### config.mk
export PLATFORM = sky130hd
export DESIGN_NAME = first_fit_hole_allocator
export DESIGN_NICKNAME = d
export VERILOG_FILES = /design/src/rtl/ffha_pkg.sv /design/src/rtl/ffha_table.sv /design/src/rtl/ffha_ctrl.sv /design/src/rtl/first_fit_hole_allocator.sv
export SDC_FILE = /design/constraint.sdc
export NUM_CORES = 2
export LEC_CHECK = 0
export ABC_AREA = 1
export BUFFER_PORTS_ARGS = -buffer_cell sky130_fd_sc_hd__buf_2
export CAP_MARGIN = 20
export CORE_MARGIN = 2
export CORE_UTILIZATION = 52
export CTS_CLUSTER_DIAMETER = 80
export DETAILED_ROUTE_END_ITERATION = 7
export PLACE_DENSITY = 0.68
export SYNTH_ARGS = -nofsm -noshare
export SYNTH_HDL_FRONTEND = slang
export SYNTH_SLANG_ARGS = --single-unit
### constraint.sdc
create_clock -name i_clk -period 10.9 [get_ports i_clk]
set_clock_uncertainty 0.05 [all_clocks]
set_input_delay 0.545 -clock i_clk [delete_from_list [all_inputs] [get_ports i_clk]]
set_output_delay 0.545 -clock i_clk [all_outputs]
set_load 0.01 [all_outputs]
### src/rtl/ffha_pkg.sv
// Types and fixed constants of the first-fit hole allocator.
// Has no dependencies; ffha_ctrl, the top level and the checker import it.
`default_nettype none

package ffha_pkg;

    // Fixed field widths of the stream items.
    localparam int OPC_W      = 2;
    localparam int FIELD_W    = 16;
    localparam int ADDR_W     = 22;
    localparam int IDX_OUT_W  = 6;
    localparam int STAT_W     = 2;
    localparam int S_TDATA_W  = 40;
    localparam int M_TDATA_W  = 32;

    typedef enum logic [OPC_W-1:0] {
        OP_CLEAR  = 2'd0,
        OP_APPEND = 2'd1,
        OP_ALLOC  = 2'd2
    } t_opcode;

    typedef enum logic [STAT_W-1:0] {
        ST_OK         = 2'd0,
        ST_NO_FIT     = 2'd1,
        ST_TABLE_FULL = 2'd2
    } t_status;

    typedef enum logic [1:0] {
        S_IDLE,
        S_SCAN,
        S_DONE
    } t_state;

    // One input item, unpacked from the slave stream.
    typedef struct packed {
        logic [OPC_W-1:0]   opcode;
        logic [FIELD_W-1:0] block_size;
        logic               is_hole;
        logic [FIELD_W-1:0] request_size;
    } t_in_item;

    // One result item, as handed to the output register.
    typedef struct packed {
        t_status              status;
        logic [ADDR_W-1:0]    start_address;
        logic [IDX_OUT_W-1:0] hole_index;
    } t_result;

endpackage

`default_nettype wire

### src/rtl/ffha_table.sv
// Block table storage: a single-port-write, single-port-read synchronous RAM.
// Read data is registered: it appears in the cycle after the read address. No package needed.
`default_nettype none

module ffha_table #(
    parameter int DEPTH = 64,
    parameter int WIDTH = 34
) (
    input  wire logic                     i_clk,
    input  wire logic                     i_wr_en,
    input  wire logic [$clog2(DEPTH)-1:0] i_wr_addr,
    input  wire logic [WIDTH-1:0]         i_wr_data,
    input  wire logic                     i_rd_en,
    input  wire logic [$clog2(DEPTH)-1:0] i_rd_addr,
    output logic      [WIDTH-1:0]         o_rd_data
);

    logic [WIDTH-1:0] r_mem [DEPTH];

    // Write port.
    always_ff @(posedge i_clk) begin
        if (i_wr_en) begin
            r_mem[i_wr_addr] <= i_wr_data;
        end
    end

    // Registered read port.
    always_ff @(posedge i_clk) begin
        if (i_rd_en) begin
            o_rd_data <= r_mem[i_rd_addr];
        end
    end

endmodule

`default_nettype wire

### src/rtl/ffha_ctrl.sv
// Sequencer of the allocator: decodes items, appends entries and scans the
// table for the first fitting hole. Depends on ffha_pkg.
`default_nettype none

module ffha_ctrl #(
    parameter int MAX_BLOCKS = 64,
    parameter int SIZE_BITS  = 16
) (
    input  wire logic                          i_clk,
    input  wire logic                          i_rst_n,
    // Item in
    input  wire logic                          i_item_valid,
    output logic                               o_item_ready,
    input  wire ffha_pkg::t_in_item            i_item,
    // Result out
    output logic                               o_res_valid,
    input  wire logic                          i_res_ready,
    output ffha_pkg::t_result                  o_res,
    // Table RAM
    output logic                               o_wr_en,
    output logic [$clog2(MAX_BLOCKS)-1:0]      o_wr_addr,
    output logic [2*SIZE_BITS+1:0]             o_wr_data,
    output logic                               o_rd_en,
    output logic [$clog2(MAX_BLOCKS)-1:0]      o_rd_addr,
    input  wire logic [2*SIZE_BITS+1:0]        i_rd_data
);

    import ffha_pkg::*;

    localparam int IDX_W = $clog2(MAX_BLOCKS);
    localparam int CNT_W = $clog2(MAX_BLOCKS + 1);
    localparam int PRE_W = SIZE_BITS + CNT_W;

    t_state               r_state, n_state;
    logic [CNT_W-1:0]     r_count, n_count;
    logic [IDX_W-1:0]     r_idx, n_idx;
    logic [SIZE_BITS-1:0] r_req, n_req;
    logic [PRE_W-1:0]     r_prefix, n_prefix;
    t_result              r_res, n_res;

    // Fields of the entry being scanned: {size, consumed, hole, full}.
    logic [SIZE_BITS-1:0] ent_size, ent_used, ent_left;
    logic                 ent_hole, ent_full, ent_fits;

    assign ent_size = i_rd_data[2*SIZE_BITS+1:SIZE_BITS+2];
    assign ent_used = i_rd_data[SIZE_BITS+1:2];
    assign ent_hole = i_rd_data[1];
    assign ent_full = i_rd_data[0];
    assign ent_left = (ent_size >= ent_used) ? (ent_size - ent_used) : '0;
    assign ent_fits = ent_hole && !ent_full && (ent_left >= r_req);

    // Control state.
    always_ff @(posedge i_clk) begin
        if (!i_rst_n) begin
            r_state <= S_IDLE;
            r_count <= '0;
        end else begin
            r_state <= n_state;
            r_count <= n_count;
        end
    end

    // Scan context and pending result.
    always_ff @(posedge i_clk) begin
        r_idx    <= n_idx;
        r_req    <= n_req;
        r_prefix <= n_prefix;
        r_res    <= n_res;
    end

    // Next state, table accesses and result.
    always_comb begin
        n_state      = r_state;
        n_count      = r_count;
        n_idx        = r_idx;
        n_req        = r_req;
        n_prefix     = r_prefix;
        n_res        = r_res;
        o_item_ready = 1'b0;
        o_res_valid  = 1'b0;
        o_wr_en      = 1'b0;
        o_wr_addr    = r_idx;
        o_wr_data    = i_rd_data;
        o_rd_en      = 1'b0;
        o_rd_addr    = '0;

        unique case (r_state)
            S_IDLE: begin
                o_item_ready = 1'b1;
                if (i_item_valid) begin
                    n_res   = '{status: ST_OK, start_address: '0, hole_index: '0};
                    n_state = S_DONE;
                    unique case (t_opcode'(i_item.opcode))
                        OP_CLEAR: begin
                            n_count = '0;
                        end
                        OP_APPEND: begin
                            if (r_count >= CNT_W'(MAX_BLOCKS)) begin
                                n_res.status = ST_TABLE_FULL;
                            end else begin
                                // New entry starts with nothing consumed, not full.
                                o_wr_en   = 1'b1;
                                o_wr_addr = r_count[IDX_W-1:0];
                                o_wr_data = {SIZE_BITS'(i_item.block_size), {SIZE_BITS{1'b0}},
                                             i_item.is_hole, 1'b0};
                                n_count   = r_count + CNT_W'(1);
                            end
                        end
                        OP_ALLOC: begin
                            n_req    = SIZE_BITS'(i_item.request_size);
                            n_idx    = '0;
                            n_prefix = '0;
                            if (r_count == '0) begin
                                n_res.status = ST_NO_FIT;
                            end else begin
                                o_rd_en   = 1'b1;
                                o_rd_addr = '0;
                                n_state   = S_SCAN;
                            end
                        end
                        default: begin
                            // Unused opcode: no change, plain ok result.
                        end
                    endcase
                end
            end

            S_SCAN: begin
                if (ent_fits) begin
                    // Take the request from the front of this hole.
                    o_wr_en   = 1'b1;
                    o_wr_addr = r_idx;
                    o_wr_data = {ent_size, SIZE_BITS'(ent_used + r_req), ent_hole,
                                 (ent_left == r_req)};
                    n_res.status        = ST_OK;
                    n_res.start_address = ADDR_W'(r_prefix + PRE_W'(ent_used));
                    n_res.hole_index    = IDX_OUT_W'(r_idx);
                    n_state             = S_DONE;
                end else begin
                    n_prefix = r_prefix + PRE_W'(ent_size);
                    if (CNT_W'(r_idx) + CNT_W'(1) == r_count) begin
                        n_res.status = ST_NO_FIT;
                        n_state      = S_DONE;
                    end else begin
                        n_idx     = r_idx + IDX_W'(1);
                        o_rd_en   = 1'b1;
                        o_rd_addr = r_idx + IDX_W'(1);
                    end
                end
            end

            S_DONE: begin
                o_res_valid = 1'b1;
                if (i_res_ready) begin
                    n_state = S_IDLE;
                end
            end

            default: begin
                n_state = S_IDLE;
            end
        endcase
    end

    assign o_res = r_res;

endmodule

`default_nettype wire

### src/rtl/first_fit_hole_allocator.sv
// First-fit hole allocator. Each item is taken alone: clear and append items
// go straight to their result; an allocate item first scans the table from
// the first entry to the hole that serves it, or to the last entry when none
// fits. The scan is bound by the table RAM's single read port, which it walks
// one entry per cycle. The result sits in an output register, so the next item
// is taken while a result still waits downstream. No clearing pass runs after
// reset.
// Depends on ffha_pkg, ffha_ctrl and ffha_table.
`default_nettype none

module first_fit_hole_allocator #(
    parameter int MAX_BLOCKS = 64,
    parameter int SIZE_BITS  = 16
) (
    input  wire logic                              i_clk,
    input  wire logic                              i_rst_n,
    // Input items
    input  wire logic                              s_tvalid,
    output logic                                   s_tready,
    // block_size[15:0], is_hole[16], request_size[32:17], zero [39:33]
    input  wire logic [ffha_pkg::S_TDATA_W-1:0]    s_tdata,
    // opcode[1:0]
    input  wire logic [ffha_pkg::OPC_W-1:0]        s_tuser,
    // Result items
    output logic                                   m_tvalid,
    input  wire logic                              m_tready,
    // start_address[21:0], hole_index[27:22], zero [31:28]
    output logic [ffha_pkg::M_TDATA_W-1:0]         m_tdata,
    // status[1:0]
    output logic [ffha_pkg::STAT_W-1:0]            m_tuser
);

    import ffha_pkg::*;

    localparam int IDX_W = $clog2(MAX_BLOCKS);
    localparam int ENT_W = 2 * SIZE_BITS + 2;

    t_in_item         in_item;
    t_result          res;
    logic             res_valid, res_ready;
    logic             wr_en, rd_en;
    logic [IDX_W-1:0] wr_addr, rd_addr;
    logic [ENT_W-1:0] wr_data, rd_data;

    logic             r_m_valid;
    t_result          r_m_res;

    // Unpack the input item.
    assign in_item.opcode       = s_tuser;
    assign in_item.block_size   = s_tdata[FIELD_W-1:0];
    assign in_item.is_hole      = s_tdata[FIELD_W];
    assign in_item.request_size = s_tdata[2*FIELD_W:FIELD_W+1];

    ffha_ctrl #(
        .MAX_BLOCKS (MAX_BLOCKS),
        .SIZE_BITS  (SIZE_BITS)
    ) u_ctrl (
        .i_clk        (i_clk),
        .i_rst_n      (i_rst_n),
        .i_item_valid (s_tvalid),
        .o_item_ready (s_tready),
        .i_item       (in_item),
        .o_res_valid  (res_valid),
        .i_res_ready  (res_ready),
        .o_res        (res),
        .o_wr_en      (wr_en),
        .o_wr_addr    (wr_addr),
        .o_wr_data    (wr_data),
        .o_rd_en      (rd_en),
        .o_rd_addr    (rd_addr),
        .i_rd_data    (rd_data)
    );

    ffha_table #(
        .DEPTH (MAX_BLOCKS),
        .WIDTH (ENT_W)
    ) u_table (
        .i_clk     (i_clk),
        .i_wr_en   (wr_en),
        .i_wr_addr (wr_addr),
        .i_wr_data (wr_data),
        .i_rd_en   (rd_en),
        .i_rd_addr (rd_addr),
        .o_rd_data (rd_data)
    );

    // Output register: loads when empty or being emptied this cycle.
    assign res_ready = !r_m_valid || m_tready;

    always_ff @(posedge i_clk) begin
        if (!i_rst_n) begin
            r_m_valid <= 1'b0;
        end else if (res_valid && res_ready) begin
            r_m_valid <= 1'b1;
        end else if (m_tready) begin
            r_m_valid <= 1'b0;
        end
    end

    always_ff @(posedge i_clk) begin
        if (res_valid && res_ready) begin
            r_m_res <= res;
        end
    end

    assign m_tvalid = r_m_valid;
    assign m_tdata  = {{(M_TDATA_W - ADDR_W - IDX_OUT_W){1'b0}},
                       r_m_res.hole_index, r_m_res.start_address};
    assign m_tuser  = r_m_res.status;

endmodule

`default_nettype wire

; ---- After elaboration in Yosys (flattened, before gate mapping)
; Memory sizes are Yosys's and may differ from the RTL's. A register that Yosys moved wholly into a read port is not among the register bits.
; Cells that the tools add are included.
[op_classes]
add_sub_neg = 7
n_lt_le_gt_ge = 3
eq_ne = 14
n_mux = 56
n_reduce_logical = 19
[ops]
columns = op, n
row1 = 2-to-1 mux 34 bit, 3
row2 = 2-to-1 mux 23 bit, 3
row3 = case mux 34 bit (2 select lines), 1
row4 = 2-to-1 mux 6 bit, 11
row5 = case mux 30 bit (2 select lines), 1
row6 = case mux 23 bit (2 select lines), 1
row7 = >= comparator 16 bit, 2
row8 = 2-to-1 mux 30 bit, 1
row9 = 2-to-1 mux 28 bit, 1
row10 = adder 23 x 16 -> 23 bit, 1
row11 = adder 22 x 16 -> 22 bit, 1
row12 = 2-to-1 mux 18 bit, 1
row13 = 2-to-1 mux 2 bit, 9
row14 = adder 16 bit, 1
row15 = equality test 16 bit, 1
row16 = 2-to-1 mux 1 bit, 16
row17 = 2-to-1 mux 16 bit, 1
row18 = subtractor 16 bit, 1
row19 = case mux 7 bit (2 select lines), 1
row20 = != test 2 bit (second input constant), 6
row21 = case mux 6 bit (2 select lines), 1
row22 = AND reduction 3 bit, 4
row23 = AND reduction 4 bit, 2
row24 = adder 6 x 1 -> 7 bit (second input constant), 1
row25 = other kinds (19), 28
[word_totals]
register_bits = 115
mem_bits_rw = 2176
in_bits = 46
output_inout_bits = 36
n_memories = 1
[memory_table]
columns = name, words, word_bits, read_ports, rd_clocked_by_memory_dff, wr, line_no
row1 = u_table.r_mem, 64, 34, 1, 1, 1, ffha_table.sv:18  ; logic [WIDTH-1:0] r_mem [DEPTH];

; ---- Depth between registers and ports, before layout
[depth]
ltp_word = 8
ltp_mapped = 35
depth_no_buf = 31

; ---- Hierarchy
; A second synthesis with hierarchy kept.
[unflattened]
hier_cells = 8330
hier_area_um2 = 97051.8
[modules_own_cells]
columns = module, n_inst, cells_per_inst, area_per_inst_um2
row1 = ffha_table, 1, 7188, 88285.9
row2 = ffha_ctrl, 1, 1100, 7780.0
row3 = first_fit_hole_allocator, 1, 42, 985.9

; ---- Worst setup path after synthesis
; Ideal clock, no wire load.
[synth_timing]
path_type = register to register
from = register u_table.o_rd_data[18] (read register of u_table.r_mem)
to = memory u_table.r_mem[0][17], data pin
t_arrival_ns = 6.754
path_slack_ns = 3.395
stages_incl_launch_ff = 28
period_less_slack_ns = 7.505
cell_sequence = edfxtp_1 > inv_1 > ha_1 > inv_1 > fa_1 > a31oi_1 > o21ai_0 > a21boi_0 > or2_2 > and3_1 > clkbuf_1 > inv_1 > o21ai_0 > a21oi_1 > ha_1 > a21o_1 > nor2_1 > nand2_1 > nor2_1 > nand2_1 > nand2_1 > buf_2 > clkbuf_1 > buf_1 > a31oi_1 > nand3_1 > nand2_1 > o21ai_0
[synth_between]
elab_chain_cells = 6
[synth_rtl]
columns = element, line_no
row1 = from (decl), ffha_table.sv:15  ; output logic [WIDTH-1:0] o_rd_data
row2 = subtractor 16 bit or >= comparator 16 bit (tied branches), ffha_ctrl.sv:49  ; assign ent_left = (ent_size >= ent_used) ? (ent_size - ent_used) : '0;
row3 = 2-to-1 mux 16 bit *, ffha_ctrl.sv:49
row4 = >= comparator 16 bit *, ffha_ctrl.sv:50  ; assign ent_fits = ent_hole && !ent_full && (ent_left >= r_req);
row5 = logical AND 1 bit *, ffha_ctrl.sv:50
row6 = 2-to-1 mux 18 bit *, ffha_ctrl.sv:129  ; if (ent_fits) begin
row7 = case mux 34 bit (2 select lines) *, ffha_ctrl.sv:87  ; unique case (r_state)
row8 = via u_ctrl.o_wr_data[17], ffha_ctrl.sv:22  ; output logic [2*SIZE_BITS+1:0] o_wr_data,
row9 = to (decl), ffha_table.sv:18
; The timed path passes the listed nets; every way through them passes the cells marked *.

; ---- Worst setup path in the final report
[layout_timing]
from = register u_table.o_rd_data[3] (read register of u_table.r_mem)
to = register u_table.o_rd_data[18] (read register of u_table.r_mem), data pin
[layout_between]
elab_chain_cells = 6
[layout_rtl]
columns = element, line_no
row1 = subtractor 16 bit or >= comparator 16 bit (tied branches), ffha_ctrl.sv:49
row2 = 2-to-1 mux 16 bit *, ffha_ctrl.sv:49
row3 = >= comparator 16 bit *, ffha_ctrl.sv:50
row4 = logical AND 1 bit *, ffha_ctrl.sv:50
row5 = 2-to-1 mux 1 bit or 2-to-1 mux 6 bit (tied branches), ffha_ctrl.sv:129
row6 = case mux 1 bit (2 select lines) or 2-to-1 mux 6 bit (tied branches), --
; Every way passes the cells marked *; elsewhere a longest branch is shown, timed or not.
; A chain may end at the register's enable or synchronous reset.

==> results.cfg <==
[detailed_routing]
routed_wirelength_microns = 313000
routedWlPerCell_microns = 23.9
dr.first_iter.drc_count = 10295
avgViaCountPerCell = 5.93
drc = 3
num_vias = 77567
drtAntennaViolNets = 0
drt_pass1_iterations = 8

[power]
peakVddDrop_v = 0.000164
p_per_area_nw_per_um2 = 154
power_mw = 18.2
p_leak_nw = 48.8

[timing]
period_minus_slack_ns = 8.45
fin_crit_sh_pct = 77.5
max_freq_mhz = 118
rsz0062_at_grt = no
finalSetupViolCount = 0
finalHoldViolCount = 0
worst-slew-pin-transition_ns = 1.14
slew_headroom_pct = 23.8
tns_ns = 0
drv_slew = 0

[worst_setup_path]
critPathBufInv = 3
crit_path_frequent_cell = nand2_1
setup.worst_path.class = register to register
arrival_ns = 8.95
worstPathRequired_ns = 11.40
cp-start-kind = register
crit_family = simple AND/OR/NAND/NOR gates
ff2ff_path_depth = 31
worstPathMaxFanout = 64
cp_num_cells = 31
cpPeakStageDelay_ns = 0.88
endpoint_kind = register
critPathSlowestCell = nand3_4

[die]
die_w_microns = 458
dieArea_sq_um = 209000
start_util_pct = 52.3
rows = 166
io_pins = 82
die_h_microns = 458
core-area_sq_um = 205000

[grt]
antenna_found_initial = 12
grt_pass1_wl_microns = 460000
grt_pass1_vias = 74388
grt_max_degree = 198
track_usage_pct = 29.2
gr-total-overflow = 0

[final_layout]
final_nets = 10326
syn2layout_area_growth_pct = 10.2
layout-drive-gt1-share_pct = 8.41
layoutNonFillerInstCount = 13082

[clock_network]
cts_setup_buffers = 0
cts_tree = built
cts_buffers = 232
h-tree-depth = 4
clkTransAtPathRegs_ns = 0.06
clock_tree.root_cell = clkbuf_16
insertion_delay_ns = 0.88
clk_path_buf_depth = 3
clock_sinks = 2324

[logic_synthesis]
ys_types = 49
syn_inst = 10351
synth.cell_area_sq_um = 107000
yosysSeqAreaShare_pct = 65.1
yosys_warnings = 0
synth.ff_latch_count = 2324
avgSynthCellArea_sq_um = 10.3

[outcome]
violations = design-rule violations
status = complete, but fails checks

[placement]
placed_cells = 12625
hpwl_microns = 161000
io_buffers = 70
gp_congestion = 0.912

[job]
cap_violations = 0

[worst_hold_path]
hold_path.class = primary input to register
min_path_cells = 3
-- worst reg2reg max path: cells and delay by family (launching register included) --
kind,cells,cell delay [ns]
flops,1,0.48
buf+inv,3,1.40
compound gates,7,1.81
fa+ha+maj,2,0.66
xor+xnor,1,0.17
simple gates,18,3.58
-- sequential cells by signal, summed over array words and instances (netlist names) --
| register | cells |
|---|---|
| u_ctrl.o_res | 30 |
| m_tdata | 28 |
| u_ctrl.r_idx | 6 |
| u_ctrl.r_count | 7 |
| u_ctrl.r_prefix | 22 |
| u_table.o_rd_data | 34 |
| m_tuser | 2 |
| m_tvalid | 1 |
| u_ctrl.r_state | 2 |
| u_ctrl.r_req | 16 |
| u_table.r_mem | 2176 |
-- cell usage after synthesis, drive strengths merged --
master | instances | share of area (%)
nand4 | 965 | 5.6
nor4 | 2 | 0.012
a31oi | 7 | 0.041
nand3b | 1 | 0.0070
and2 | 1 | 0.0058
dfxtp | 10 | 0.19
o21ai | 205 | 0.96
a21boi | 6 | 0.042
clkinv | 1 | 0.0035
or2 | 143 | 0.84
ha | 85 | 0.99
fa | 4 | 0.075
o31ai | 2 | 0.014
o221ai | 1 | 0.0082
nor3b | 2 | 0.014
o21a | 14 | 0.098
a311oi | 1 | 0.0082
o22ai | 14 | 0.082
clkbuf | 326 | 1.1
conb | 1 | 0.0035
a21oi | 106 | 0.50
a21o | 4 | 0.028
nand3 | 1976 | 9.3
o21bai | 3 | 0.021
o211ai | 1 | 0.0070
a211oi | 3 | 0.021
nor2 | 268 | 0.96
or3b | 1 | 0.0082
nand2 | 1320 | 4.6
a22o | 2 | 0.016
buf | 371 | 1.6
and3 | 1 | 0.0058
edfxtp | 2314 | 65
xnor2 | 8 | 0.065
xor2 | 11 | 0.090
nor3 | 13 | 0.061
inv | 2158 | 7.6
-- layout make-up --
class / count / area [sq um]
timing repair buffer: 300 / 2400
antenna: 1 / 2.50
inverter: 2159 / 8120
multi-input combinational: 5174 / 27100
fill: 16375 / 86700
clock buffer: 302 / 6220
tap: 2688 / 3360
clock inverter: 134 / 1070
sequential: 2324 / 69700
-- kinds of logic after synthesis --
group / after synthesis / share of synthesized area [%]
adder cells (fa/ha/maj): 89 / 1.07
flip-flops: 2324 / 65.1
other: 1 / 0.00350
AND/OR/NAND/NOR: 4693 / 21.4
AO/OA/AOI/OAI: 369 / 1.84
buffers and inverters: 2856 / 10.4
XOR/XNOR: 19 / 0.156
-- cell usage in the layout, fill, tap and decap left out, types with 12 or more instances in the layout --
master | synthesis | routed
dlygate4sd3_1 | 0 | 18
a21oi_1 | 106 | 106
clkinv_2 | 0 | 57
nand2_2 | 1 | 16
nand2_1 | 1318 | 1302
edfxtp_1 | 2314 | 2314
buf_2 | 226 | 70
nor2_1 | 262 | 196
clkbuf_1 | 326 | 59
o21a_1 | 14 | 14
bufinv_16 | 0 | 12
nand3_1 | 1974 | 1973
nand4_1 | 965 | 965
inv_1 | 2151 | 2151
o21ai_0 | 200 | 193
buf_12 | 0 | 19
o22ai_4 | 0 | 12
clkbuf_16 | 0 | 236
buf_4 | 21 | 191
or2_2 | 143 | 143
clkinv_1 | 1 | 50
ha_1 | 85 | 85
nor3_1 | 13 | 13
nor2_4 | 1 | 70
-- worst paths after layout --
path	from	endpoint	slack, ns
setup / recovery	u_table.o_rd_data[3]$_DFFE_PP_	u_table.o_rd_data[18]$_DFFE_PP_	2.45
hold / removal	s_tuser[1]	u_ctrl.r_state[1]$_SDFFE_PN0P_	0.11
setup reg to reg	u_table.o_rd_data[3]$_DFFE_PP_	u_table.o_rd_data[18]$_DFFE_PP_	2.45
hold reg to reg	u_ctrl.o_res[3]$_SDFFCE_PN0P_	m_tdata[25]$_DFFE_PP_	0.37
-- power by group --
part / internal (mW) / switching (mW) / total [mW]
sequential: 9.86 / 0.0193 / 9.88
combinational: 0.127 / 0.477 / 0.604
clock: 4.30 / 3.42 / 7.71
total: 14.3 / 3.91 / 18.2
-- per-layer routing --
layer / up-vias / wire length, microns / track usage (%)
met5: - / 38 / 0
met1: 37494 / 118000 / 37.7
met4: 6 / 16700 / 14.8
met3: 727 / 32200 / 5.35
met2: 4383 / 146000 / 47.5
li1: 34957 / - / -
-- timing repair --
item / 4_1_cts / 5_1_grt
hold endpoints to repair: 24 / 0
resized for setup: 0 / 0
hold buffers: 18 / 0
-- stage by stage --
stage	hold WS [ns]	worst slack, ns	cell area (sq um)	util, %
after floorplan	0.350	3.39	107000	-
after global placement	0.353	2.76	110000	54.0
after detailed placement	0.355	2.73	110000	54.0
after CTS	0.0517	2.67	118000	57.6
after global routing	0.120	1.97	118000	57.6
final	0.108	2.45	118000	57.6
(Power assumes the default switching activity.)
